## src/hw/rtl/cnm_pkg.sv

```systemverilog
// shared types and constants for the cross neighbourhood mean blur
`timescale 1ns / 1ps

package cnm_pkg;

    // fixed widths of the result indexes and the size register
    localparam int IDX_W      = 10;
    localparam int CFG_W      = 11;
    localparam int RESET_SIZE = 8;

    // neighbourhood count, 1 to 5
    localparam int CNT_W = 3;

    // three line store rows, one slot per row
    localparam int ROWS   = 3;
    localparam int SLOT_W = 2;

    typedef logic [SLOT_W-1:0] slot_t;

    // position of an item inside the image, taken when it is accepted
    typedef struct packed {
        logic row_ge1;
        logic row_ge2;
        logic col_ge1;
        logic col_ge2;
        logic col_last;
    } pos_flags_t;

    // results an item still owes, in output order
    typedef struct packed {
        logic upper;
        logic row_left;
        logic corner;
    } res_mask_t;

endpackage

```

## src/hw/rtl/cnm_mean_div.sv

```systemverilog
// division of a neighbourhood sum by its count, and the output register
`timescale 1ns / 1ps

module cnm_mean_div
    import cnm_pkg::*;
#(
    parameter int PIXEL_BITS = 8
)
(
    input  logic                  clk,
    input  logic                  rst_n,
    input  logic                  d_valid,
    input  logic [PIXEL_BITS+2:0] d_sum,
    input  logic [CNT_W-1:0]      d_cnt,
    input  logic [IDX_W-1:0]      d_row,
    input  logic [IDX_W-1:0]      d_col,
    input  logic                  d_last,
    output logic                  d_ready,
    input  logic                  out_stall,
    output logic                  out_valid,
    output logic [PIXEL_BITS-1:0] blurred_value,
    output logic [IDX_W-1:0]      out_row,
    output logic [IDX_W-1:0]      out_col,
    output logic                  last_in_run
);

    localparam int SUM_W  = PIXEL_BITS + 3;
    // three guard bits keep the rounded-up reciprocal exact for counts up to 8
    localparam int SHIFT  = SUM_W + 3;
    localparam int MUL_W  = SHIFT + 1;
    localparam int PROD_W = SUM_W + MUL_W;

    localparam logic [MUL_W-1:0] RECIP_1 = MUL_W'(1 << SHIFT);
    localparam logic [MUL_W-1:0] RECIP_2 = MUL_W'(1 << (SHIFT - 1));
    localparam logic [MUL_W-1:0] RECIP_3 = MUL_W'(((1 << SHIFT) + 2) / 3);
    localparam logic [MUL_W-1:0] RECIP_4 = MUL_W'(1 << (SHIFT - 2));
    localparam logic [MUL_W-1:0] RECIP_5 = MUL_W'(((1 << SHIFT) + 4) / 5);

    logic                  out_valid_reg;
    logic                  out_valid_next;
    logic [PIXEL_BITS-1:0] blurred_reg;
    logic [IDX_W-1:0]      out_row_reg;
    logic [IDX_W-1:0]      out_col_reg;
    logic                  last_reg;

    logic                  o_free;
    logic                  o_take;
    logic [MUL_W-1:0]      recip;
    logic [PROD_W-1:0]     prod;
    logic [PIXEL_BITS-1:0] quot;

    // reciprocal of the neighbourhood count
    always_comb
    begin
        unique case (d_cnt)
            CNT_W'(2): recip = RECIP_2;
            CNT_W'(3): recip = RECIP_3;
            CNT_W'(4): recip = RECIP_4;
            CNT_W'(5): recip = RECIP_5;
            default:   recip = RECIP_1;
        endcase
    end

    assign prod = PROD_W'(d_sum) * PROD_W'(recip);
    assign quot = prod[SHIFT +: PIXEL_BITS];

    // output handshake
    always_comb
    begin
        o_free         = !out_valid_reg || !out_stall;
        o_take         = d_valid && o_free;
        out_valid_next = o_take ? 1'b1 : (out_stall ? out_valid_reg : 1'b0);
    end

    always_ff @(posedge clk or negedge rst_n)
    begin
        if (!rst_n)
        begin
            out_valid_reg <= 1'b0;
        end
        else
        begin
            out_valid_reg <= out_valid_next;
        end
    end

    always_ff @(posedge clk)
    begin
        if (o_take)
        begin
            blurred_reg <= quot;
            out_row_reg <= d_row;
            out_col_reg <= d_col;
            last_reg    <= d_last;
        end
    end

    assign d_ready       = o_free;
    assign out_valid     = out_valid_reg;
    assign blurred_value = blurred_reg;
    assign out_row       = out_row_reg;
    assign out_col       = out_col_reg;
    assign last_in_run   = last_reg;

endmodule

```

## config.mk

```make
export PLATFORM = sky130hd
export DESIGN_NAME = cnm_mean_div
export DESIGN_NICKNAME = d
export VERILOG_FILES = /design/src/hw/rtl/cnm_pkg.sv /design/src/hw/rtl/cnm_mean_div.sv
export SDC_FILE = /design/constraint.sdc
export NUM_CORES = 1
export LEC_CHECK = 0
export ABC_AREA = 1
export BUFFER_PORTS_ARGS = -buffer_cell sky130_fd_sc_hd__buf_2
export CORE_MARGIN = 2
export CORE_UTILIZATION = 54
export CTS_CLUSTER_SIZE = 40
export DETAILED_ROUTE_END_ITERATION = 10
export GPL_ROUTABILITY_DRIVEN = 1
export PLACE_DENSITY = 0.79
export SETUP_SLACK_MARGIN = 0.1
export SLEW_MARGIN = 5
export SYNTH_ARGS = -nofsm -noshare
export SYNTH_HDL_FRONTEND = slang
export SYNTH_SLANG_ARGS = --single-unit
export TNS_END_PERCENT = 50
```

## constraint.sdc

```tcl
create_clock -name clk -period 2.3 [get_ports clk]
set_input_delay 0.115 -clock clk [delete_from_list [all_inputs] [get_ports clk]]
set_output_delay 0.115 -clock clk [all_outputs]
set_load 0.02 [all_outputs]
```

==> results of run 1 <==
==> layout by cell type, fill, tap and decap left out, types with 7 or more instances in the layout <==
cell and count:
ha_4 14, edfxtp_1 29, o21ai_0 7, nand3_1 14, ha_1 44, a21oi_2 7, a21oi_1 11, nor2_4 16
inv_2 15, fa_1 78, nand4_1 9, nand2_1 67, inv_1 170, buf_4 113, buf_2 66, nand2_4 7
nor2_2 8, nor2_1 39, nand2_2 17
==> worst max-delay path: stages <==
cell	delay [ns]
buf_8	0.08
clkinvlp_4	0.17
o21ai_4	0.20
nand2_4	0.13
nor2_4	0.16
fa_1	0.50
fa_1	0.53
fa_1	0.57
fa_1	0.63
inv_2	0.05
fa_1	0.52
inv_2	0.06
ha_4	0.17
a21oi_4	0.22
o21ai_1	0.14
a21oi_1	0.24
nand3_2	0.15
nand3_1	0.13
nand2_2	0.07
==> worst max path at each step <==
stage | start | endpoint | slack (ns) | cells past startpoint
finish | d_cnt[0] | blurred_value[7] | -2.50 | 19
detailed placement | d_cnt[1] | blurred_value[7] | -2.58 | 26
global route | d_cnt[1] | blurred_value[7] | -2.62 | 23
CTS | d_cnt[0] | blurred_value[7] | -2.05 | 21
floorplan | d_cnt[0] | blurred_value[3] | -2.04 | 20
global placement | d_cnt[1] | blurred_value[7] | -2.44 | 26
==> report_power, final <==
group	internal [uW]	switching (uW)
clock	208	205
combinational	1530	2030
sequential	720	19.5
total	2460	2260
==> metal layers <==
| layer | global-route usage (%) | up-vias | share of wire, % |
|---|---|---|---|
| li1 | - | 2165 | - |
| met1 | 35.3 | 2459 | 32 |
| met2 | 64.2 | 405 | 51 |
| met3 | 5.13 | 156 | 7.5 |
| met4 | 22.2 | 0 | 9.4 |
| met5 | 0 | - | 0 |
==> timing repair <==
action / CTS / global route
setup buffers: 7 / 10
endpoints found under the setup margin: 8 / 8
hold buffers: 1 / 3
resized for setup: 72 / 34
endpoints found under the hold margin: 1 / 3
pin swaps: 44 / 34
cloned: 0 / 0
==> kinds of logic (layout without fill, tap and decap cells) <==
logic type                 count (synthesis)  count (layout)  synth area share [%]
buffers and inverters                    191             389                  14.2
and+or+nand+nor                          183             183                  15.1
adders and majority gates                142             142                  47.7
AOI/OAI and AO/OA                         41              41                  4.32
DFF                                       30              30                  17.8
xor gates and xnor gates                   5               5                 0.870
==> area by class of cell <==
| cell class | instances | area [um2] | share of cell area [%] |
|---|---|---|---|
| well taps | 111 | 139 | 1.93 |
| repair buffers | 191 | 1330 | 18.5 |
| clock inverters | 2 | 8.76 | 0.122 |
| multi-input cells | 371 | 4010 | 55.8 |
| inverters | 190 | 729 | 10.2 |
| flip-flops and latches | 30 | 896 | 12.5 |
| clock buffers | 6 | 72.6 | 1.01 |
==> stage by stage <==
step                      total power (uW)  hold slack [ns]  cell area (um2)  setup WS (ns)  util [%]
after global routing                  4960         -0.00655             7180          -2.62      78.4
after floorplan                       2350           -0.181             5270          -2.04         -
after global placement                3190           -0.110             6510          -2.44      71.1
after CTS                             4120          0.00489             6920          -2.05      75.6
after detailed placement              3300           -0.104             6510          -2.58      71.1
final                                 4710         -0.00323             7180          -2.50      78.4
==> results.txt, run 1 <==
----------------------------------------------------
[Finish]
  Fin cells ... 901
  Layout cell share with drive strength beyond 1 ... 38.6%
  Area growth from synthesis to layout ... 42.6%
  Number of inserted diodes ... 0
  Fillcell total ... 475
  # nets final ... 970

[GRT]
  Pin count of the biggest net entering global routing ... 22
  Global route total overflow ... 0
  Number of antenna violations at the first check in global routing ... 0
  Vias in the first global route ... 5,508
  Global Route Usage Sum ... 34.3%
  Wire length of the first global-routing pass ... 26.2 mm

[Floorplanning]
  Placeable core area ... 0.00915 mm2
  Height of the chip ... 101 um
  Overall die area ... 0.0101 mm2
  Initial Util ... 55.0%
  Placement Rows ... 35
  Top-level port count ... 70
  Die width ... 101 um

[Route]
  Iter 0 DRT Violations ... 447
  Mean number of vias per cell ... 5.75
  Pre-Repair DR Iteration Count ... 6
  Routed length per placed instance ... 20.6 um
  Post-route ant nets ... 0
  Total vias in the final route ... 5,185
  Routed Wire Length ... 18.6 mm
  DRC violations left ... 0

[Flow run]
  Max-cap violation count ... 0

[Yosys]
  Number of synthesized register bits ... 30
  Synth cell count leaders ... inv_1, nand2_1, fa_1
  Avg Synthesized Cell Area ... 8.50 um2
  Distinct cell type count of the synthesized netlist ... 24
  Synthesized net count ... 773
  Synth warn ... 0
  Most repeated cell in the gate-level netlist after synthesis ... inv_1
  Sequential-to-total area share from yosys stat ... 17.8%
  Synthesized instance count ... 592
  Number of synthesized flops with an enable pin ... 29
  Fraction of post-synthesis cell area in the top cell type by area ... 33.0%
  Synthesized area ... 0.00503 mm2
  Proportion of synthesized flip-flops having asynchronous set or reset ... 3.33%
  Cell type contributing the most total cell area after synthesis ... fa_1
  Predominant post-synthesis flop cell ... edfxtp_1
  Main area contributors after synthesis ... fa_1, edfxtp_1, ha_1, inv_1, nand2_1

[Power and ir drop]
  Worst supply voltage drop on vdd ... 0.342 mV
  Static leakage ... 0.00384 uW
  Power per cell area ... 657 mW/mm2

[Worst setup path]
  Endpoint type of the worst setup path ... flop
  CP Launch Type ... input pin
  Endpoint arrival time on the critical path ... 4.84 ns
  R2r endpoint ... out_col[5]
  WS Path Type ... input pin to flop
  Beginning of the worst register-to-register path ... out_valid
  Setup slack, reg-to-reg ... 0.80 ns
  Worst EP required ... 2.34 ns
  Depth of the most critical reg-to-reg path ... 2
  Largest fanout on the critical path ... 6

[Timing]
  Clock skew after layout ... 0.0106 ns
  Worst slew pin tran ... 0.621 ns
  Unrepaired setup endpoints after global routing ... yes
  Final min period ... 4.80 ns
  Final-report hold violation count ... 3
  Setup TNS ... -19.20 ns
  Rel. slew slack ... 58.6%
  Setup violations, final ... 8
  Fmax ... 208 MHz
  Final number of max-transition violations ... 0
  Final cycle utilization of the critical path ... 209%
  Setup slack of the critical path after layout ... -2.50 ns
  Worst hold margin ... -0.00323 ns

[Clock tree]
  Clk slew on worst S/H paths ... 0.07 ns
  Maximum count of clock buffers along a single path ... 2
  Worst-skew pair later-pin latency ... 0.29 ns
  CTS tree ... built
  Buffer type at the clock tree root ... clkbuf_8
  Number of clock buffers inserted by TritonCTS ... 5
  CTS H-tree depth ... 2
  Clk sinks ... 30

[Min path]
  Worst Hold Class ... input pin to flop
  Number of cells traversed by the worst hold path ... 1
  Hold Path Origin ... d_col[0]
  Hold Path Sink ... out_col[0]

[Status]
  Violated checks ... hold timing, setup timing
  Result of the run ... finished, violations left

[Placed design]
  Port Buffers ... 69
  Number of instances in the placed design ... 872
  Last weighted congestion value of the routability-driven placer ... 0.969
  Half-perimeter wire length of the detailed placement result ... 11.9 mm

----------------------------------------------------
Power figures use the tool's default switching activity.
==> inputs of run 2 (changes only) <==
==> constraint.sdc (replaced) <==
create_clock -name clk -period 2.3 [get_ports clk]
set_input_delay 0.575 -clock clk [delete_from_list [all_inputs] [get_ports clk]]
set_output_delay 0.575 -clock clk [all_outputs]
set_load 0.02 [all_outputs]
==> run 2 against run 1 <==
Against the previous run:
- the flow finishes with violations (setup timing)
- sequential power is 0.7% lower
- via count shrank 9.3%
- setup slack worse by 0.19 ns
- clock skew down 0.0031 ns
- worst hold slack gained 0.057 ns
- non-clock buffer count is 18 lower
- register-to-register slack better by 0.34 ns
==> results.txt, run 2 (synthesis gave the netlist of run 1 again) <==
----------------------------------------------------
[Flow run]
  Max-cap violation count ... 0 (unchanged)

[Finish]
  Number of inserted diodes ... 0 (unchanged)
  Fin cells ... 883 (-2.0%)
  Commonest non-fill, non-tap cells in the layout ... inv_1, buf_4, fa_1
  # nets final ... 952 (-1.9%)
  Area growth from synthesis to layout ... 36.9%
  Layout cell share with drive strength beyond 1 ... 35.8% (-2.9 points)
  Most frequent standard cell in the layout excluding fill and tap cells ... inv_1

[GRT]
  Pin count of the biggest net entering global routing ... 22 (unchanged)
  Global Route Usage Sum ... 30.2% (-4.1 points)
  Wire length of the first global-routing pass ... 23.5 mm (-10%)
  Vias in the first global route ... 5,168 (-6.2%)
  Number of antenna violations at the first check in global routing ... 0 (unchanged)
  Global route total overflow ... 0 (unchanged)

[Clock tree]
  Number of clock buffers inserted by TritonCTS ... 5 (unchanged)
  Clk sinks ... 30 (unchanged)
  Clk slew on worst S/H paths ... 0.06 ns (about the same)
  CTS H-tree depth ... 2 (unchanged)
  Buffer type at the clock tree root ... clkbuf_8
  Maximum count of clock buffers along a single path ... 2 (unchanged)
  CTS tree ... built
  Worst-skew pair later-pin latency ... 0.29 ns (about the same)
  Number of hold buffers added after CTS ... 0 (-1)

[Power and ir drop]
  Worst supply voltage drop on vdd ... 0.337 mV (-1.5%)
  Overall power after layout ... 4180 uW (-11%)
  Static leakage ... 0.00372 uW (-3.3%)
  Power per cell area ... 607 mW/mm2 (-7.6%)

[Status]
  Result of the run ... finished, violations left
  Violated checks ... setup timing

[Route]
  Pre-Repair DR Iteration Count ... 7 (+1)
  Total vias in the final route ... 4,702 (-9.3%)
  Iter 0 DRT Violations ... 240 (-46%)
  Mean number of vias per cell ... 5.33 (-7.5%)
  DRC violations left ... 0 (unchanged)
  Post-route ant nets ... 0 (unchanged)
  Routed length per placed instance ... 17.0 um (-18%)
  Routed Wire Length ... 15.0 mm (-19%)

[Worst setup path]
  WS Path Type ... input pin to flop
  Worst EP required ... 2.34 ns (about the same)
  Largest fanout on the critical path ... 8 (+2)
  Depth of the most critical reg-to-reg path ... 2 (unchanged)
  Endpoint type of the worst setup path ... flop
  Slowest stage delay, CP ... 0.50 ns (-0.13 ns)
  R2r endpoint ... out_row[4]
  Slowest cell on crit path ... fa_1
  Beginning of the worst register-to-register path ... out_valid
  CP Launch Type ... input pin
  Cell occurring most often along the worst timing path ... inv_1
  Endpoint arrival time on the critical path ... 5.02 ns (+0.18 ns)
  Setup slack, reg-to-reg ... 1.14 ns (+0.34 ns)

[Floorplanning]
  Height of the chip ... 101 um (unchanged)
  Overall die area ... 0.0101 mm2 (unchanged)
  Placeable core area ... 0.00915 mm2 (unchanged)
  Placement Rows ... 35 (unchanged)
  Initial Util ... 55.0% (unchanged)
  Top-level port count ... 70 (unchanged)
  Die width ... 101 um (unchanged)

[Timing]
  Fmax ... 201 MHz (-3.7%)
  Rel. slew slack ... 77.5% (+19 points)
  Final number of max-transition violations ... 0 (unchanged)
  Worst slew pin tran ... 0.337 ns (-0.284 ns)
  Unrepaired setup endpoints after global routing ... yes
  Final cycle utilization of the critical path ... 217% (+8.1 points)
  Worst hold margin ... 0.0541 ns (+0.0574 ns)
  Setup violations, final ... 8 (unchanged)
  Final min period ... 4.98 ns (+0.186 ns)
  Setup slack of the critical path after layout ... -2.68 ns (-0.185 ns)
  Final-report hold violation count ... 0 (-3)
  Clock skew after layout ... 0.00752 ns (-0.00306 ns)

[Placed design]
  Number of instances in the placed design ... 872 (unchanged)
  Last weighted congestion value of the routability-driven placer ... 1.02 (+5.7%)
  Port Buffers ... 69 (unchanged)
  Half-perimeter wire length of the detailed placement result ... 12.0 mm (+0.81%)

[Min path]
  Worst Hold Class ... input pin to async pin

----------------------------------------------------
-- run 2: cell count changes in the layout (fill, tap and decap cells not counted), moves of 2 or more --
cell / before / now
dlygate4sd3_1: 4 / 0
buf_4: 113 / 105
buf_6: 5 / 1
inv_2: 15 / 11
inv_1: 170 / 174
ha_1: 44 / 47
ha_4: 14 / 12
nor2_4: 16 / 11
nand2_2: 17 / 11
nand2_1: 67 / 74
nand3_2: 2 / 4
nor2_2: 8 / 12
-- run 2: cell type report --
| cell class | count | area, um2 |
|---|---|---|
| Timing Repair Buffer | 173 | 1140 |
| Clock inverter | 3 | 16.3 |
| Multi-Input combinational cell | 371 | 3900 |
| Clock buffer | 5 | 68.8 |
| Tap cell | 111 | 139 |
| Sequential cell | 30 | 896 |
| Fill cell | 572 | 2260 |
| Inverter | 190 | 729 |
-- run 2: worst max-delay path by stage --
| stage | startpoint | end | cells after the start |
|---|---|---|---|
| 3_5_place_dp | d_cnt[1] | blurred_value[7] | 26 |
| 2_1_floorplan | d_cnt[0] | blurred_value[3] | 20 |
| 4_1_cts | d_cnt[1] | blurred_value[6] | 24 |
| 6_report | d_cnt[0] | blurred_value[7] | 26 |
| 3_3_place_gp | d_cnt[0] | blurred_value[7] | 24 |
| 5_1_grt | d_cnt[0] | blurred_value[7] | 26 |
-- run 2: layer usage --
| layer | wire length [um] | up-vias | GRT usage (%) |
|---|---|---|---|
| met1 | 5190 | 2240 | 32.7 |
| li1 | - | 2134 | - |
| met5 | 0 | - | 0 |
| met4 | 1100 | 0 | 18.3 |
| met2 | 7890 | 239 | 55.8 |
| met3 | 810 | 89 | 3.81 |
-- run 2: report_power, final --
part,leakage [uW],switching (uW),internal [uW],total [uW]
logic,0.00339,1720,1300,3020
clock network,0.0000416,215,207,422
registers,0.000287,15.5,720,735
total,0.00372,1950,2230,4180
-- run 2: per-stage QoR --
stage          TNS, ns  utilization [%]  setup slack (ns)  area (um2)
6_report        -21.04             75.3             -2.68        6890
5_1_grt         -21.99             75.3             -2.81        6890
4_1_cts         -19.88             74.3             -2.51        6800
3_5_place_dp    -24.19             71.0             -3.11        6500
3_3_place_gp    -22.84             71.0             -2.90        6500
2_1_floorplan   -19.54                -             -2.50        5270
-- run 2: critical path: cells and delay by family --
kind	cells	cell delay [ns]
compound gates	1	0.25
fa+ha+maj	6	2.51
buf+inv	10	0.88
simple gates	9	0.77
-- run 2: timing repair --
item,4_1_cts,5_1_grt
setup buffers,3,0
gates resized for setup,53,19
endpoints found under the setup margin,8,8
pin swaps,20,5
