`config.mk`:
```
export PLATFORM = sky130hd
export DESIGN_NAME = cnm_window
export DESIGN_NICKNAME = d
export VERILOG_FILES = /design/src/hw/rtl/cnm_pkg.sv /design/src/hw/rtl/cnm_window.sv
export SDC_FILE = /design/constraint.sdc
export NUM_CORES = 1
export LEC_CHECK = 0
export ABC_CLOCK_PERIOD_IN_PS = 5170
export BUFFER_PORTS_ARGS = -buffer_cell sky130_fd_sc_hd__buf_2
export CORE_UTILIZATION = 55
export DETAILED_ROUTE_END_ITERATION = 7
export GPL_ROUTABILITY_DRIVEN = 0
export PLACE_DENSITY = 0.82
export SYNTH_ARGS = -nofsm -noshare
export SYNTH_HDL_FRONTEND = slang
export SYNTH_SLANG_ARGS = --single-unit
export TNS_END_PERCENT = 20
```
`constraint.sdc`:
```
create_clock -name clk -period 5.17 [get_ports clk]
set_clock_uncertainty 0.15 [all_clocks]
set_input_delay 0.7755 -clock clk [delete_from_list [all_inputs] [get_ports clk]]
set_output_delay 0.7755 -clock clk [all_outputs]
set_load 0.01 [all_outputs]
```
`src/hw/rtl/cnm_pkg.sv`:
```
// shared types and constants for the cross neighbourhood mean blur
`timescale 1ns / 1ps

package cnm_pkg;

    // fixed widths of the result indexes and the size register
    localparam int IDX_W      = 10;
    localparam int CFG_W      = 11;
    localparam int RESET_SIZE = 8;

    // neighbourhood count, 1 to 5
    localparam int CNT_W = 3;

    // three line store rows, one slot per row
    localparam int ROWS   = 3;
    localparam int SLOT_W = 2;

    typedef logic [SLOT_W-1:0] slot_t;

    // position of an item inside the image, taken when it is accepted
    typedef struct packed {
        logic row_ge1;
        logic row_ge2;
        logic col_ge1;
        logic col_ge2;
        logic col_last;
    } pos_flags_t;

    // results an item still owes, in output order
    typedef struct packed {
        logic upper;
        logic row_left;
        logic corner;
    } res_mask_t;

endpackage

```
`src/hw/rtl/cnm_window.sv`:
```
// current item, 3x3 cross window registers and per-item result sequencer
`timescale 1ns / 1ps

module cnm_window
    import cnm_pkg::*;
#(
    parameter int PIXEL_BITS = 8,
    parameter int COL_W      = 10
)
(
    input  logic                    clk,
    input  logic                    rst_n,
    // item entering the window stage
    input  logic                    accept,
    input  logic [PIXEL_BITS-1:0]   pixel,
    input  pos_flags_t              flags,
    input  logic [COL_W-1:0]        row,
    input  logic [COL_W-1:0]        col,
    input  res_mask_t               pend,
    // line store data for the next column: row above and two rows above
    input  logic [PIXEL_BITS-1:0]   up_next,
    input  logic [PIXEL_BITS-1:0]   upup_next,
    output logic                    in_stall,
    // sum stage towards the divider
    input  logic                    d_ready,
    output logic                    d_valid,
    output logic [PIXEL_BITS+2:0]   d_sum,
    output logic [CNT_W-1:0]        d_cnt,
    output logic [IDX_W-1:0]        d_row,
    output logic [IDX_W-1:0]        d_col,
    output logic                    d_last
);

    localparam int SUM_W = PIXEL_BITS + 3;

    // current item
    logic                  s1_valid_reg;
    logic                  s1_valid_next;
    res_mask_t             s1_pend_reg;
    res_mask_t             s1_pend_next;
    logic [PIXEL_BITS-1:0] s1_pix_reg;
    pos_flags_t            s1_flags_reg;
    logic [COL_W-1:0]      s1_row_reg;
    logic [COL_W-1:0]      s1_col_reg;

    // neighbours of the current item
    logic [PIXEL_BITS-1:0] up_c_reg;
    logic [PIXEL_BITS-1:0] up_l_reg;
    logic [PIXEL_BITS-1:0] upup_c_reg;
    logic [PIXEL_BITS-1:0] cur_l_reg;
    logic [PIXEL_BITS-1:0] cur_ll_reg;

    // sum stage
    logic                  d_valid_reg;
    logic                  d_valid_next;
    logic [SUM_W-1:0]      d_sum_reg;
    logic [CNT_W-1:0]      d_cnt_reg;
    logic [IDX_W-1:0]      d_row_reg;
    logic [IDX_W-1:0]      d_col_reg;
    logic                  d_last_reg;

    logic                  d_free;
    logic                  d_take;
    logic                  retire;
    res_mask_t             pend_after;
    logic [SUM_W-1:0]      sum_up;
    logic [SUM_W-1:0]      sum_left;
    logic [SUM_W-1:0]      sum_corner;
    logic [CNT_W-1:0]      cnt_up;
    logic [CNT_W-1:0]      cnt_left;
    logic [CNT_W-1:0]      cnt_corner;
    logic [COL_W-1:0]      row_m1;
    logic [COL_W-1:0]      col_m1;
    logic [SUM_W-1:0]      sel_sum;
    logic [CNT_W-1:0]      sel_cnt;
    logic [IDX_W-1:0]      sel_row;
    logic [IDX_W-1:0]      sel_col;

    assign row_m1 = s1_row_reg - COL_W'(1);
    assign col_m1 = s1_col_reg - COL_W'(1);

    // sums of the three result kinds
    always_comb
    begin
        // result for the pixel above the current one
        sum_up = SUM_W'(up_c_reg) + SUM_W'(s1_pix_reg)
               + (s1_flags_reg.row_ge2  ? SUM_W'(upup_c_reg) : '0)
               + (s1_flags_reg.col_ge1  ? SUM_W'(up_l_reg)   : '0)
               + (!s1_flags_reg.col_last ? SUM_W'(up_next)   : '0);
        cnt_up = CNT_W'(2) + CNT_W'(s1_flags_reg.row_ge2) + CNT_W'(s1_flags_reg.col_ge1)
               + CNT_W'(!s1_flags_reg.col_last);

        // last row: result for the pixel to the left
        sum_left = SUM_W'(cur_l_reg) + SUM_W'(s1_pix_reg)
                 + (s1_flags_reg.row_ge1 ? SUM_W'(up_l_reg)   : '0)
                 + (s1_flags_reg.col_ge2 ? SUM_W'(cur_ll_reg) : '0);
        cnt_left = CNT_W'(2) + CNT_W'(s1_flags_reg.row_ge1) + CNT_W'(s1_flags_reg.col_ge2);

        // bottom right corner
        sum_corner = SUM_W'(s1_pix_reg)
                   + (s1_flags_reg.row_ge1 ? SUM_W'(up_c_reg)  : '0)
                   + (s1_flags_reg.col_ge1 ? SUM_W'(cur_l_reg) : '0);
        cnt_corner = CNT_W'(1) + CNT_W'(s1_flags_reg.row_ge1) + CNT_W'(s1_flags_reg.col_ge1);
    end

    // pick the oldest owed result
    always_comb
    begin
        pend_after = s1_pend_reg;
        priority if (s1_pend_reg.upper)
        begin
            sel_sum          = sum_up;
            sel_cnt          = cnt_up;
            sel_row          = IDX_W'(row_m1);
            sel_col          = IDX_W'(s1_col_reg);
            pend_after.upper = 1'b0;
        end
        else if (s1_pend_reg.row_left)
        begin
            sel_sum             = sum_left;
            sel_cnt             = cnt_left;
            sel_row             = IDX_W'(s1_row_reg);
            sel_col             = IDX_W'(col_m1);
            pend_after.row_left = 1'b0;
        end
        else
        begin
            sel_sum           = sum_corner;
            sel_cnt           = cnt_corner;
            sel_row           = IDX_W'(s1_row_reg);
            sel_col           = IDX_W'(s1_col_reg);
            pend_after.corner = 1'b0;
        end
    end

    // handshake between item, sum stage and divider
    always_comb
    begin
        d_free        = !d_valid_reg || d_ready;
        d_take        = s1_valid_reg && (s1_pend_reg != '0) && d_free;
        s1_pend_next  = d_take ? pend_after : s1_pend_reg;
        retire        = s1_valid_reg && (s1_pend_next == '0);
        in_stall      = s1_valid_reg && !retire;
        s1_valid_next = accept ? 1'b1 : (retire ? 1'b0 : s1_valid_reg);
        if (accept)
        begin
            s1_pend_next = pend;
        end
        d_valid_next  = d_take ? 1'b1 : (d_ready ? 1'b0 : d_valid_reg);
    end

    always_ff @(posedge clk or negedge rst_n)
    begin
        if (!rst_n)
        begin
            s1_valid_reg <= 1'b0;
            s1_pend_reg  <= '0;
            d_valid_reg  <= 1'b0;
        end
        else
        begin
            s1_valid_reg <= s1_valid_next;
            s1_pend_reg  <= s1_pend_next;
            d_valid_reg  <= d_valid_next;
        end
    end

    // item payload
    always_ff @(posedge clk)
    begin
        if (accept)
        begin
            s1_pix_reg   <= pixel;
            s1_flags_reg <= flags;
            s1_row_reg   <= row;
            s1_col_reg   <= col;
        end
    end

    // window slides one column when an item leaves
    always_ff @(posedge clk)
    begin
        if (retire)
        begin
            up_l_reg   <= up_c_reg;
            up_c_reg   <= up_next;
            upup_c_reg <= upup_next;
            cur_ll_reg <= cur_l_reg;
            cur_l_reg  <= s1_pix_reg;
        end
    end

    // sum stage payload
    always_ff @(posedge clk)
    begin
        if (d_take)
        begin
            d_sum_reg  <= sel_sum;
            d_cnt_reg  <= sel_cnt;
            d_row_reg  <= sel_row;
            d_col_reg  <= sel_col;
            d_last_reg <= (pend_after == '0);
        end
    end

    assign d_valid = d_valid_reg;
    assign d_sum   = d_sum_reg;
    assign d_cnt   = d_cnt_reg;
    assign d_row   = d_row_reg;
    assign d_col   = d_col_reg;
    assign d_last  = d_last_reg;

endmodule

```
==> impl_metrics.csv, run 1 <==
group,metric,value,unit
outcome,outcome,"finished, violations left",
outcome,violations,"design-rule violations",
sta,period_share,0.848,
grt,grt_pass1_vias,4727,
power_and_ir_drop,p_int,2.81,mW
route,via_per_inst,5.46,
power_and_ir_drop,leakagePower,3.50,nW
grt,grt_overflow,0,
grt,grt_pass1_wl,22900,um
min_path,hp-start,"cur_l_reg[5]",
cts,cts_root_buf,"clkbuf_16",
sta,rsz0062_at_grt,"false",
layout,diodes,0,
die,die-area,12400,um^2
grt,grt_usage,0.248,
placed_design,io_buffers,92,
critical_path,reg2reg_depth,14,
die,fp.coreArea,11600,um^2
logic_synthesis,yosys_warnings,0,
logic_synthesis,synth_edf_count,108,
critical_path,critPathLaunchType,"flop",
cts,htree_num_levels,4,
cts,cts.reportedPaths.clkPinSlew,0.05,ns
cts,cts_buffer_depth,2,
route,ant_nets,0,
critical_path,worstSetupEndpointType,"flop",
die,chipWidth,111,um
logic_synthesis,yosysTopAreaCell,"edfxtp_1",
route,drc,9,
logic_synthesis,synth_area,6590,um^2
die,die_h,111,um
sta,fin_crit,4.38,ns
critical_path,path_class,"flop to flop",
run,cap_violations,0,
sta,worstMarginPinSlew,1.03,ns
critical_path,reg2reg_to,"d_sum[8]",
critical_path,r2r-start,"s1_flags_reg[3]",
critical_path,critPathCapture,"d_sum[8]",
power_and_ir_drop,p_sw_frac,0.331,
power_and_ir_drop,vdd_ir_drop_max,0.363,mV
min_path,min_path_type,"flop to flop",
power_and_ir_drop,p_switching,1.39,mW
sta,finalSetupTns,0,ns
logic_synthesis,syn_inst,526,
layout,nets,768,
route,drt_iter0_drc,359,
layout,drive_gt1_frac,0.219,
critical_path,cp_max_fo,9,
sta,slew-limit-headroom,0.315,
layout,largest_reg_flops,11,
power_and_ir_drop,comb_power_share,0.375,
power_and_ir_drop,power_density,531,nW/um^2
cts,ctsResizeCount,0,
route,wl,13800,um
critical_path,arrival,4.48,ns
grt,antenna_found_initial,0,
die,rows,39,
cts,numCtsBuffers,17,
logic_synthesis,synth_area_per_cell,12.5,um^2
power_and_ir_drop,p_clk_frac,0.317,
logic_synthesis,yosys_register_bits,113,
critical_path,regToRegSetupSlack,0.79,ns
sta,slew_violations,0,
sta,setup_viol,0,
logic_synthesis,synth_nets,662,
critical_path,startpoint,"s1_flags_reg[3]",
critical_path,worstPathRequired,5.27,ns
sta,timing.hold.ws,0.300,ns
sta,clock.fmax,228,MHz
logic_synthesis,ys_types,51,
sta,hold_viol_final,0,
logic_synthesis,async_reset_ff_frac,0.0442,
power_and_ir_drop,seq_power_share,0.308,
placed_design,dp_hpwl,9800,um
cts,clock_sink_count,113,
logic_synthesis,synthFlopType,"edfxtp_1",
route,wire_per_inst,17.5,um
die,initial_core_util,0.569,
logic_synthesis,synth_top_area_frac,0.492,
logic_synthesis,yosys-top-cells-area,"edfxtp_1, fa_1, ha_1, inv_1, nand2_1",
die,io_pins,93,
cts,cts_tree,"done",
layout,syn_to_final_growth,19.8,%
route,vias,4299,
cts,insertion_delay,0.42,ns
min_path,hold_depth,0,
grt,grt_start_max_net_pins,41,
route,dr.pass1.iters,7,
logic_synthesis,seq_area_frac_synth,0.511,
-- how the worst min path moves through the flow --
stage,to,slack [ns]
after CTS,cur_ll_reg[5],0.30
after global placement,cur_ll_reg[6],0.28
final,cur_ll_reg[5],0.30
after global routing,up_l_reg[5],0.31
after floorplan,cur_ll_reg[1],0.28
after detailed placement,cur_ll_reg[5],0.29
-- timing repair --
item                      in CTS  in global routing
hold buffers                   1                  0
hold endpoints to repair       5                  0
buffers inserted               0                  0
-- power groups by stage --
stage | Sequential [mW] | Clock (mW) | Combinational [mW]
6_report | 1.29 | 1.33 | 1.57
5_1_grt | 1.31 | 1.39 | 1.74
4_1_cts | 1.29 | 1.35 | 1.55
3_3_place_gp | 1.30 | 0 | 1.44
3_5_place_dp | 1.31 | 0 | 1.52
2_1_floorplan | 1.32 | 0 | 1.11
-- layout make-up --
class	instances	area, um^2
clock buffers	21	470
clock inverters	11	206
fillers	803	3670
inverters	85	319
multi-input cells	319	2850
flip-flops and latches	113	3370
well taps	143	179
repair buffers	96	493
-- Yosys cell counts, drive strengths merged, types with 6 or more instances --
master and number:
nand2 46, o21ai 25, inv 83, and2 15, nor3 12, fa 49, xor2 15, a21o 6
edfxtp 108, a21oi 14, xnor2 17, ha 31, nor2 32, clkbuf 7, a211oi 10
-- worst max-delay path, stage by stage, from the launching register on --
cell and delay [ns]:
edfxtp_1 0.60, nand2_1 0.12, fa_1 0.49, inv_1 0.05
fa_1 0.53, inv_1 0.06, fa_1 0.53, inv_1 0.04
ha_1 0.36, a21o_1 0.19, a21oi_1 0.14, o21ai_1 0.11
o31ai_1 0.40, xor2_1 0.14, a221oi_2 0.30
-- kinds of logic after synthesis --
| group | synth area share |
|---|---|
| AOI/OAI and AO/OA | 0.0713 |
| xor gates and xnor gates | 0.0426 |
| adders and majority gates | 0.209 |
| buffers and inverters | 0.0553 |
| DFF | 0.511 |
| muxes | 0.00950 |
| and+or+nand+nor | 0.101 |
-- per-layer routing --
layer | GRT usage | routed length, um
met3 | 0.0729 | 726
met5 | 0 | 0
met2 | 0.417 | 6920
met4 | 0.132 | 484
met1 | 0.287 | 5630
-- layout by cell type (no fill, tap or decap), types with 2 or more instances in the layout --
| cell | netlist | final |
|---|---|---|
| or3_1 | 3 | 3 |
| dfrtp_1 | 5 | 5 |
| nor2b_1 | 5 | 5 |
| xor2_1 | 15 | 15 |
| clkinv_2 | 0 | 3 |
| a21oi_1 | 14 | 14 |
| o21ai_0 | 21 | 21 |
| nand2b_1 | 3 | 3 |
| fa_1 | 49 | 49 |
| a211oi_1 | 8 | 8 |
| buf_2 | 0 | 92 |
| nand3b_1 | 2 | 2 |
| buf_4 | 1 | 3 |
| xnor2_1 | 17 | 17 |
| o21bai_1 | 4 | 4 |
| bufinv_16 | 0 | 6 |
| clkbuf_8 | 0 | 3 |
| mux2i_1 | 4 | 4 |
| ha_1 | 31 | 31 |
| o31ai_1 | 2 | 2 |
| and2_1 | 15 | 14 |
| clkbuf_16 | 0 | 17 |
| a211oi_2 | 2 | 2 |
| o21ai_2 | 2 | 2 |
| nor2_1 | 32 | 32 |
| mux2_2 | 2 | 2 |
| edfxtp_1 | 108 | 108 |
| o211a_1 | 2 | 2 |
| o21ai_1 | 2 | 2 |
| clkinv_1 | 2 | 3 |
| nor3_2 | 2 | 2 |
| nor3_1 | 10 | 10 |
| a21o_1 | 6 | 6 |
| nand2_1 | 46 | 46 |
| and2b_1 | 2 | 2 |
| inv_1 | 83 | 83 |
-- metrics by stage --
stage / total power, mW / instance area (um^2) / setup slack [ns] / cells / util
2_1_floorplan: 2.43 / 6590 / 1.26 / 526 / -
3_3_place_gp: 2.74 / 7200 / 1.01 / 755 / 0.623
3_5_place_dp: 2.83 / 7200 / 0.891 / 755 / 0.623
4_1_cts: 4.19 / 7890 / 0.837 / 788 / 0.682
5_1_grt: 4.44 / 7890 / 0.544 / 788 / 0.682
6_report: 4.19 / 7890 / 0.787 / 788 / 0.682
Power figures use the tool's default switching activity.
==> run 2: changes to the inputs <==
--- a/config.mk
+++ b/config.mk
@@ -5,9 +5,10 @@
 export SDC_FILE = /design/constraint.sdc
 export NUM_CORES = 1
 export LEC_CHECK = 0
-export ABC_CLOCK_PERIOD_IN_PS = 5170
+export ABC_AREA = 1
+export ABC_CLOCK_PERIOD_IN_PS = 3870
 export BUFFER_PORTS_ARGS = -buffer_cell sky130_fd_sc_hd__buf_2
-export CORE_UTILIZATION = 55
+export CORE_UTILIZATION = 53
 export DETAILED_ROUTE_END_ITERATION = 7
 export GPL_ROUTABILITY_DRIVEN = 0
 export PLACE_DENSITY = 0.82
==> constraint.sdc (replaced) <==
create_clock -name clk -period 3.87 [get_ports clk]
set_clock_uncertainty 0.15 [all_clocks]
set_input_delay 0.5805 -clock clk [delete_from_list [all_inputs] [get_ports clk]]
set_output_delay 0.5805 -clock clk [all_outputs]
set_load 0.01 [all_outputs]
==> impl_metrics.csv, run 2 <==
group,metric,value,unit
logic_synthesis,yosysTopAreaCell,"edfxtp_1",
cts,htree_num_levels,4,
outcome,violations,"design-rule violations",
layout,diodes,0,
logic_synthesis,synth_common_cells,"nand2_1, inv_1, edfxtp_1",
cts,insertion_delay,0.42,ns
grt,grt_usage,0.236,
run,cap_violations,0,
die,fp.coreArea,12200,um^2
cts,cts_root_buf,"clkbuf_16",
logic_synthesis,synth_area,6750,um^2
route,wl,14800,um
critical_path,critPathCapture,"d_sum[10]",
placed_design,dp_slack,-0.0320,ns
outcome,outcome,"finished, violations left",
die,rows,40,
critical_path,cp_max_fo,4,
critical_path,reg2reg_depth,15,
sta,period_share,0.986,
layout,largest_reg_flops,11,
die,initial_core_util,0.553,
die,die_h,115,um
logic_synthesis,yosys_register_bits,113,
layout,final_cell_mix,"nand2_1, inv_1, edfxtp_1",
layout,stdcell_count,943,
logic_synthesis,syn_inst,647,
critical_path,regToRegSetupSlack,0.05,ns
logic_synthesis,synth_top_area_frac,0.481,
power_and_ir_drop,vdd_ir_drop_max,0.591,mV
sta,timing.hold.ws,0.182,ns
cts,clock_sink_count,113,
route,via_per_inst,5.19,
critical_path,arrival,3.84,ns
grt,grt_start_max_net_pins,41,
layout,final_core_util,0.670,
power_and_ir_drop,power_density,685,nW/um^2
placed_design,dp_hpwl,10700,um
placed_design,placed_cells,903,
layout,nets,898,
min_path,min_path_type,"input port to flop",
critical_path,r2r-start,"s1_pix_reg[5]",
placed_design,io_buffers,92,
logic_synthesis,seq_area_frac_synth,0.499,
critical_path,reg2reg_to,"d_sum[10]",
logic_synthesis,yosys-top-cells-area,"edfxtp_1, fa_1, nand2_1, inv_1, ha_1",
logic_synthesis,synth_nets,783,
die,die-area,13200,um^2
cts,numCtsBuffers,17,
critical_path,worstPathRequired,3.89,ns
layout,drive_gt1_frac,0.212,
sta,worstMarginPinSlew,0.939,ns
logic_synthesis,yosys_warnings,0,
layout,postLayoutCellArea,8190,um^2
die,chipWidth,115,um
layout,final_common_cell,"nand2_1",
logic_synthesis,async_reset_ff_frac,0.0442,
route,wire_per_inst,15.7,um
min_path,hold_depth,1,
route,dr.pass1.iters,8,
sta,slew-limit-headroom,0.374,
placed_design,place_area,7430,um^2
sta,setup_viol,0,
critical_path,startpoint,"s1_pix_reg[5]",
cts,cts_buffer_depth,2,
logic_synthesis,synth_area_per_cell,10.4,um^2
critical_path,critPathLaunchType,"flop",
critical_path,path_class,"flop to flop",
grt,antenna_found_initial,0,
die,io_pins,93,
logic_synthesis,synthFlopType,"edfxtp_1",
cts,cts_tree,"done",
sta,hold_viol_final,0,
sta,fin_crit,3.82,ns
sta,rsz0062_at_grt,"true",
sta,finalSetupTns,0,ns
sta,layout_setup_ws,0.0535,ns
sta,clock.fmax,262,MHz
sta,slew_violations,0,
grt,grt_pass1_wl,23100,um
logic_synthesis,ys_types,38,
route,ant_nets,0,
power_and_ir_drop,leakagePower,3.99,nW
route,drc,1,
route,drt_iter0_drc,511,
power_and_ir_drop,power,5.61,mW
logic_synthesis,yosysMostFrequentCell,"nand2_1",
critical_path,worstSetupEndpointType,"flop",
layout,syn_to_final_growth,21.3,%
logic_synthesis,synth_edf_count,108,
grt,grt_overflow,0,
grt,grt_pass1_vias,4895,
cts,cts.reportedPaths.clkPinSlew,0.06,ns
route,vias,4891,
## run 2: worst max-delay path, stage by stage (launching register included)
cell,delay (ns)
edfxtp_1,0.41
inv_1,0.12
fa_1,0.54
inv_1,0.05
fa_1,0.54
inv_1,0.06
fa_1,0.52
inv_1,0.05
ha_1,0.35
a21o_1,0.22
a21oi_2,0.23
nand2_1,0.09
nand2_1,0.08
nand2_1,0.05
nand3_1,0.06
inv_1,0.05
## run 2: worst min-delay path by stage
| stage | start | end | slack, ns |
|---|---|---|---|
| after floorplan | rst_n | d_valid | 0.13 |
| after global placement | rst_n | s1_pend_reg[1] | 0.24 |
| after detailed placement | rst_n | s1_pend_reg[2] | 0.25 |
| after CTS | pixel[7] | s1_pix_reg[7] | 0.17 |
| after global routing | pixel[7] | s1_pix_reg[7] | 0.16 |
| final | pixel[7] | s1_pix_reg[7] | 0.18 |
## run 2: kinds of logic (layout without fill, tap and decap cells)
family / Yosys count / in the layout / synth area share
XOR/XNOR: 15 / 15 / 0.0195
AND/OR/NAND/NOR: 234 / 234 / 0.152
buffers and inverters: 163 / 291 / 0.0920
adder cells (fa/ha/maj): 80 / 80 / 0.203
flip-flops: 113 / 113 / 0.499
AO/OA/AOI/OAI: 42 / 42 / 0.0345
## run 2: power by group
part,total [mW],switching (mW),leakage (nW),internal [mW]
sequential,1.73,0.107,1.10,1.62
combinational,2.25,1.37,2.61,0.884
clock,1.62,0.551,0.286,1.07
## run 2: metal layers
metal / global-route usage / vias to the layer above / wire [um]
li1: - / 2276 / -
met1: 0.291 / 2356 / 5990
met2: 0.387 / 219 / 7360
met3: 0.0669 / 40 / 1050
met4: 0.108 / 0 / 370
met5: 0 / - / 0
## run 2: area by class of cell
type,count,area (um^2)
flip-flops and latches,113,3370
inverters,154,583
well taps,168,210
multi-input cells,371,2840
repair buffers,105,564
clock buffers,17,425
fillers,863,4030
clock inverters,15,193
## run 2: timing repair
item / 4_1_cts / 5_1_grt
resized for setup: 1 / 16
setup buffers: 3 / 4
setup endpoints to repair: 4 / 6
hold endpoints to repair: 5 / 0
cloned: 0 / 0
hold buffers: 1 / 0
pin swaps: 0 / 5
==> run 3: changes to the inputs <==
--- a/config.mk
+++ b/config.mk
@@ -8,10 +8,11 @@
 export ABC_AREA = 1
 export ABC_CLOCK_PERIOD_IN_PS = 3870
 export BUFFER_PORTS_ARGS = -buffer_cell sky130_fd_sc_hd__buf_2
-export CORE_UTILIZATION = 53
+export CORE_UTILIZATION = 40
 export DETAILED_ROUTE_END_ITERATION = 7
 export GPL_ROUTABILITY_DRIVEN = 0
-export PLACE_DENSITY = 0.82
+export PLACE_DENSITY = 0.66
+export SETUP_SLACK_MARGIN = 0.2
 export SYNTH_ARGS = -nofsm -noshare
 export SYNTH_HDL_FRONTEND = slang
 export SYNTH_SLANG_ARGS = --single-unit
==> impl_metrics.csv, run 3 (synthesis results as in run 2) <==
group,metric,value,unit
outcome,outcome,"finished, final reports clean",
sta,slew-limit-headroom,0.362,
critical_path,path_class,"flop to flop",
die,fp.coreArea,16500,um^2
sta,clock.fmax,274,MHz
die,chipWidth,132,um
sta,slew_violations,0,
min_path,min_path_type,"input port to flop",
critical_path,reg2reg_depth,15,
grt,grt_pass1_vias,4432,
sta,worstMarginPinSlew,0.957,ns
cts,cts_tree,"done",
route,drt_iter0_drc,328,
power_and_ir_drop,p_int,3.50,mW
layout,postLayoutCellArea,8310,um^2
power_and_ir_drop,comb_power_share,0.423,
route,ant_nets,0,
critical_path,critPathLaunchType,"flop",
critical_path,cp_max_fo,6,
min_path,hp-start,"pixel[3]",
layout,nets,901,
cts,cts_buffer_depth,2,
placed_design,place_area,7510,um^2
power_and_ir_drop,vdd_ir_drop_max,0.587,mV
power_and_ir_drop,seq_power_share,0.308,
power_and_ir_drop,power_density,676,nW/um^2
route,wire_per_inst,13.9,um
sta,setup_viol,0,
die,rows,47,
critical_path,cpPeakStageDelay,0.53,ns
placed_design,io_buffers,92,
critical_path,worstPathRequired,3.88,ns
cts,insertion_delay,0.42,ns
critical_path,reg2reg_to,"d_sum[6]",
critical_path,r2r-start,"s1_flags_reg[3]",
power_and_ir_drop,p_clk_frac,0.270,
run,cap_violations,0,
critical_path,regToRegSetupSlack,0.22,ns
layout,drive_gt1_frac,0.246,
route,drc,0,
layout,largest_reg_flops,11,
critical_path,arrival,3.66,ns
power_and_ir_drop,p_switching,2.11,mW
die,die_h,132,um
route,wl,13800,um
cts,numCtsBuffers,17,
power_and_ir_drop,p_sw_frac,0.376,
sta,rsz0062_at_grt,"true",
layout,fillers,1509,
layout,regArea,3370,um^2
cts,cts.reportedPaths.clkPinSlew,0.06,ns
route,dr.pass1.iters,4,
min_path,hold_end,"s1_pix_reg[3]",
route,via_per_inst,4.60,
critical_path,crit_slowest_cell,"fa_1",
die,die-area,17400,um^2
grt,grt_start_max_net_pins,41,
grt,antenna_found_initial,0,
min_path,hold_depth,1,
critical_path,worstSetupEndpointType,"flop",
layout,final_cell_mix,"nand2_1, inv_1, edfxtp_1",
route,vias,4588,
power_and_ir_drop,leakagePower,4.00,nW
grt,grt_overflow,0,
sta,period_share,0.942,
die,io_pins,93,
sta,fin_crit,3.65,ns
layout,diodes,0,
layout,multi_input_area,2920,um^2
layout,syn_to_final_growth,23.2,%
critical_path,cp_cell_sequence,"buf_6 > nand2_1 > fa_1 > inv_1 > fa_1 > inv_1 > fa_1 > inv_1 > ha_4 > a21oi_2 > nand2_2 > a21oi_2 > nor2_1 > o21ai_1 > nand2_1",
layout,final_common_cell,"nand2_1",
cts,htree_num_levels,4,
cts,clock_sink_count,113,
sta,hold_viol_final,0,
cts,cts_root_buf,"clkbuf_16",
grt,grt_usage,0.167,
grt,grt_pass1_wl,22100,um
sta,finalSetupTns,0,ns
placed_design,dp_hpwl,10500,um
die,initial_core_util,0.408,
-- run 3: how the worst max path moves through the flow --
stage,from,endpoint,slack (ns),cells past startpoint
global route,s1_flags_reg[3],d_sum[6],0.07,15
finish,s1_flags_reg[3],d_sum[6],0.22,15
detailed placement,s1_flags_reg[3],d_sum[9],0.01,16
global placement,s1_flags_reg[3],d_sum[9],0.11,16
floorplan,s1_flags_reg[3],d_sum[6],0.22,15
CTS,s1_flags_reg[3],d_sum[7],0.19,19
-- run 3: metrics by stage --
step                total power [mW]  instances  hold slack (ns)  setup WS [ns]   util
global route                    6.03        998            0.163         0.0659  0.503
detailed placement              3.74        958            0.251         0.0135  0.455
global placement                3.69        958            0.251          0.107  0.455
floorplan                       3.16        647            0.135          0.221      -
finish                          5.62        998            0.184          0.224  0.503
CTS                             5.34        993            0.166          0.187  0.493
-- run 3: what timing repair did --
| action | CTS | global route |
|---|---|---|
| resized for setup | 8 | 37 |
| buffers inserted | 2 | 5 |
| hold endpoints to repair | 5 | 0 |
| hold buffers | 1 | 0 |
| setup endpoints to repair | 8 | 8 |
| pin swaps | 3 | 29 |
-- run 3: layout make-up --
| type | instances | area share |
|---|---|---|
| clock buffers | 17 | 0.0512 |
| clock inverters | 15 | 0.0179 |
| inverters | 154 | 0.0701 |
| multi-input cells | 371 | 0.351 |
| flip-flops and latches | 113 | 0.405 |
| well taps | 220 | 0.0331 |
| repair buffers | 108 | 0.0715 |
-- run 3: power by group through the flow --
stage               clock (mW)  sequential (mW)  combinational [mW]
floorplan                    0             1.77                1.39
global placement             0             1.75                1.93
detailed placement           0             1.76                1.98
CTS                       1.55             1.73                2.06
global route              1.59             1.75                2.69
finish                    1.51             1.73                2.37
-- run 3: worst max-delay path, delay by kind of cell, from the launching register on --
family	cells	cell delay, ns
flip-flops	1	0.40
adder cells (fa/ha/maj)	4	1.79
AO/OA/AOI/OAI	3	0.44
buffers and inverters	4	0.31
AND/OR/NAND/NOR	4	0.30
-- run 3: routing by layer --
metal	up-vias	track usage	routed length, um	part of all wire
met3	9	0.0373	538	0.039
met5	-	0	0	0
li1	2285	-	-	-
met4	0	0.0601	133	0.0096
met2	96	0.264	6640	0.48
met1	2198	0.226	6520	0.47
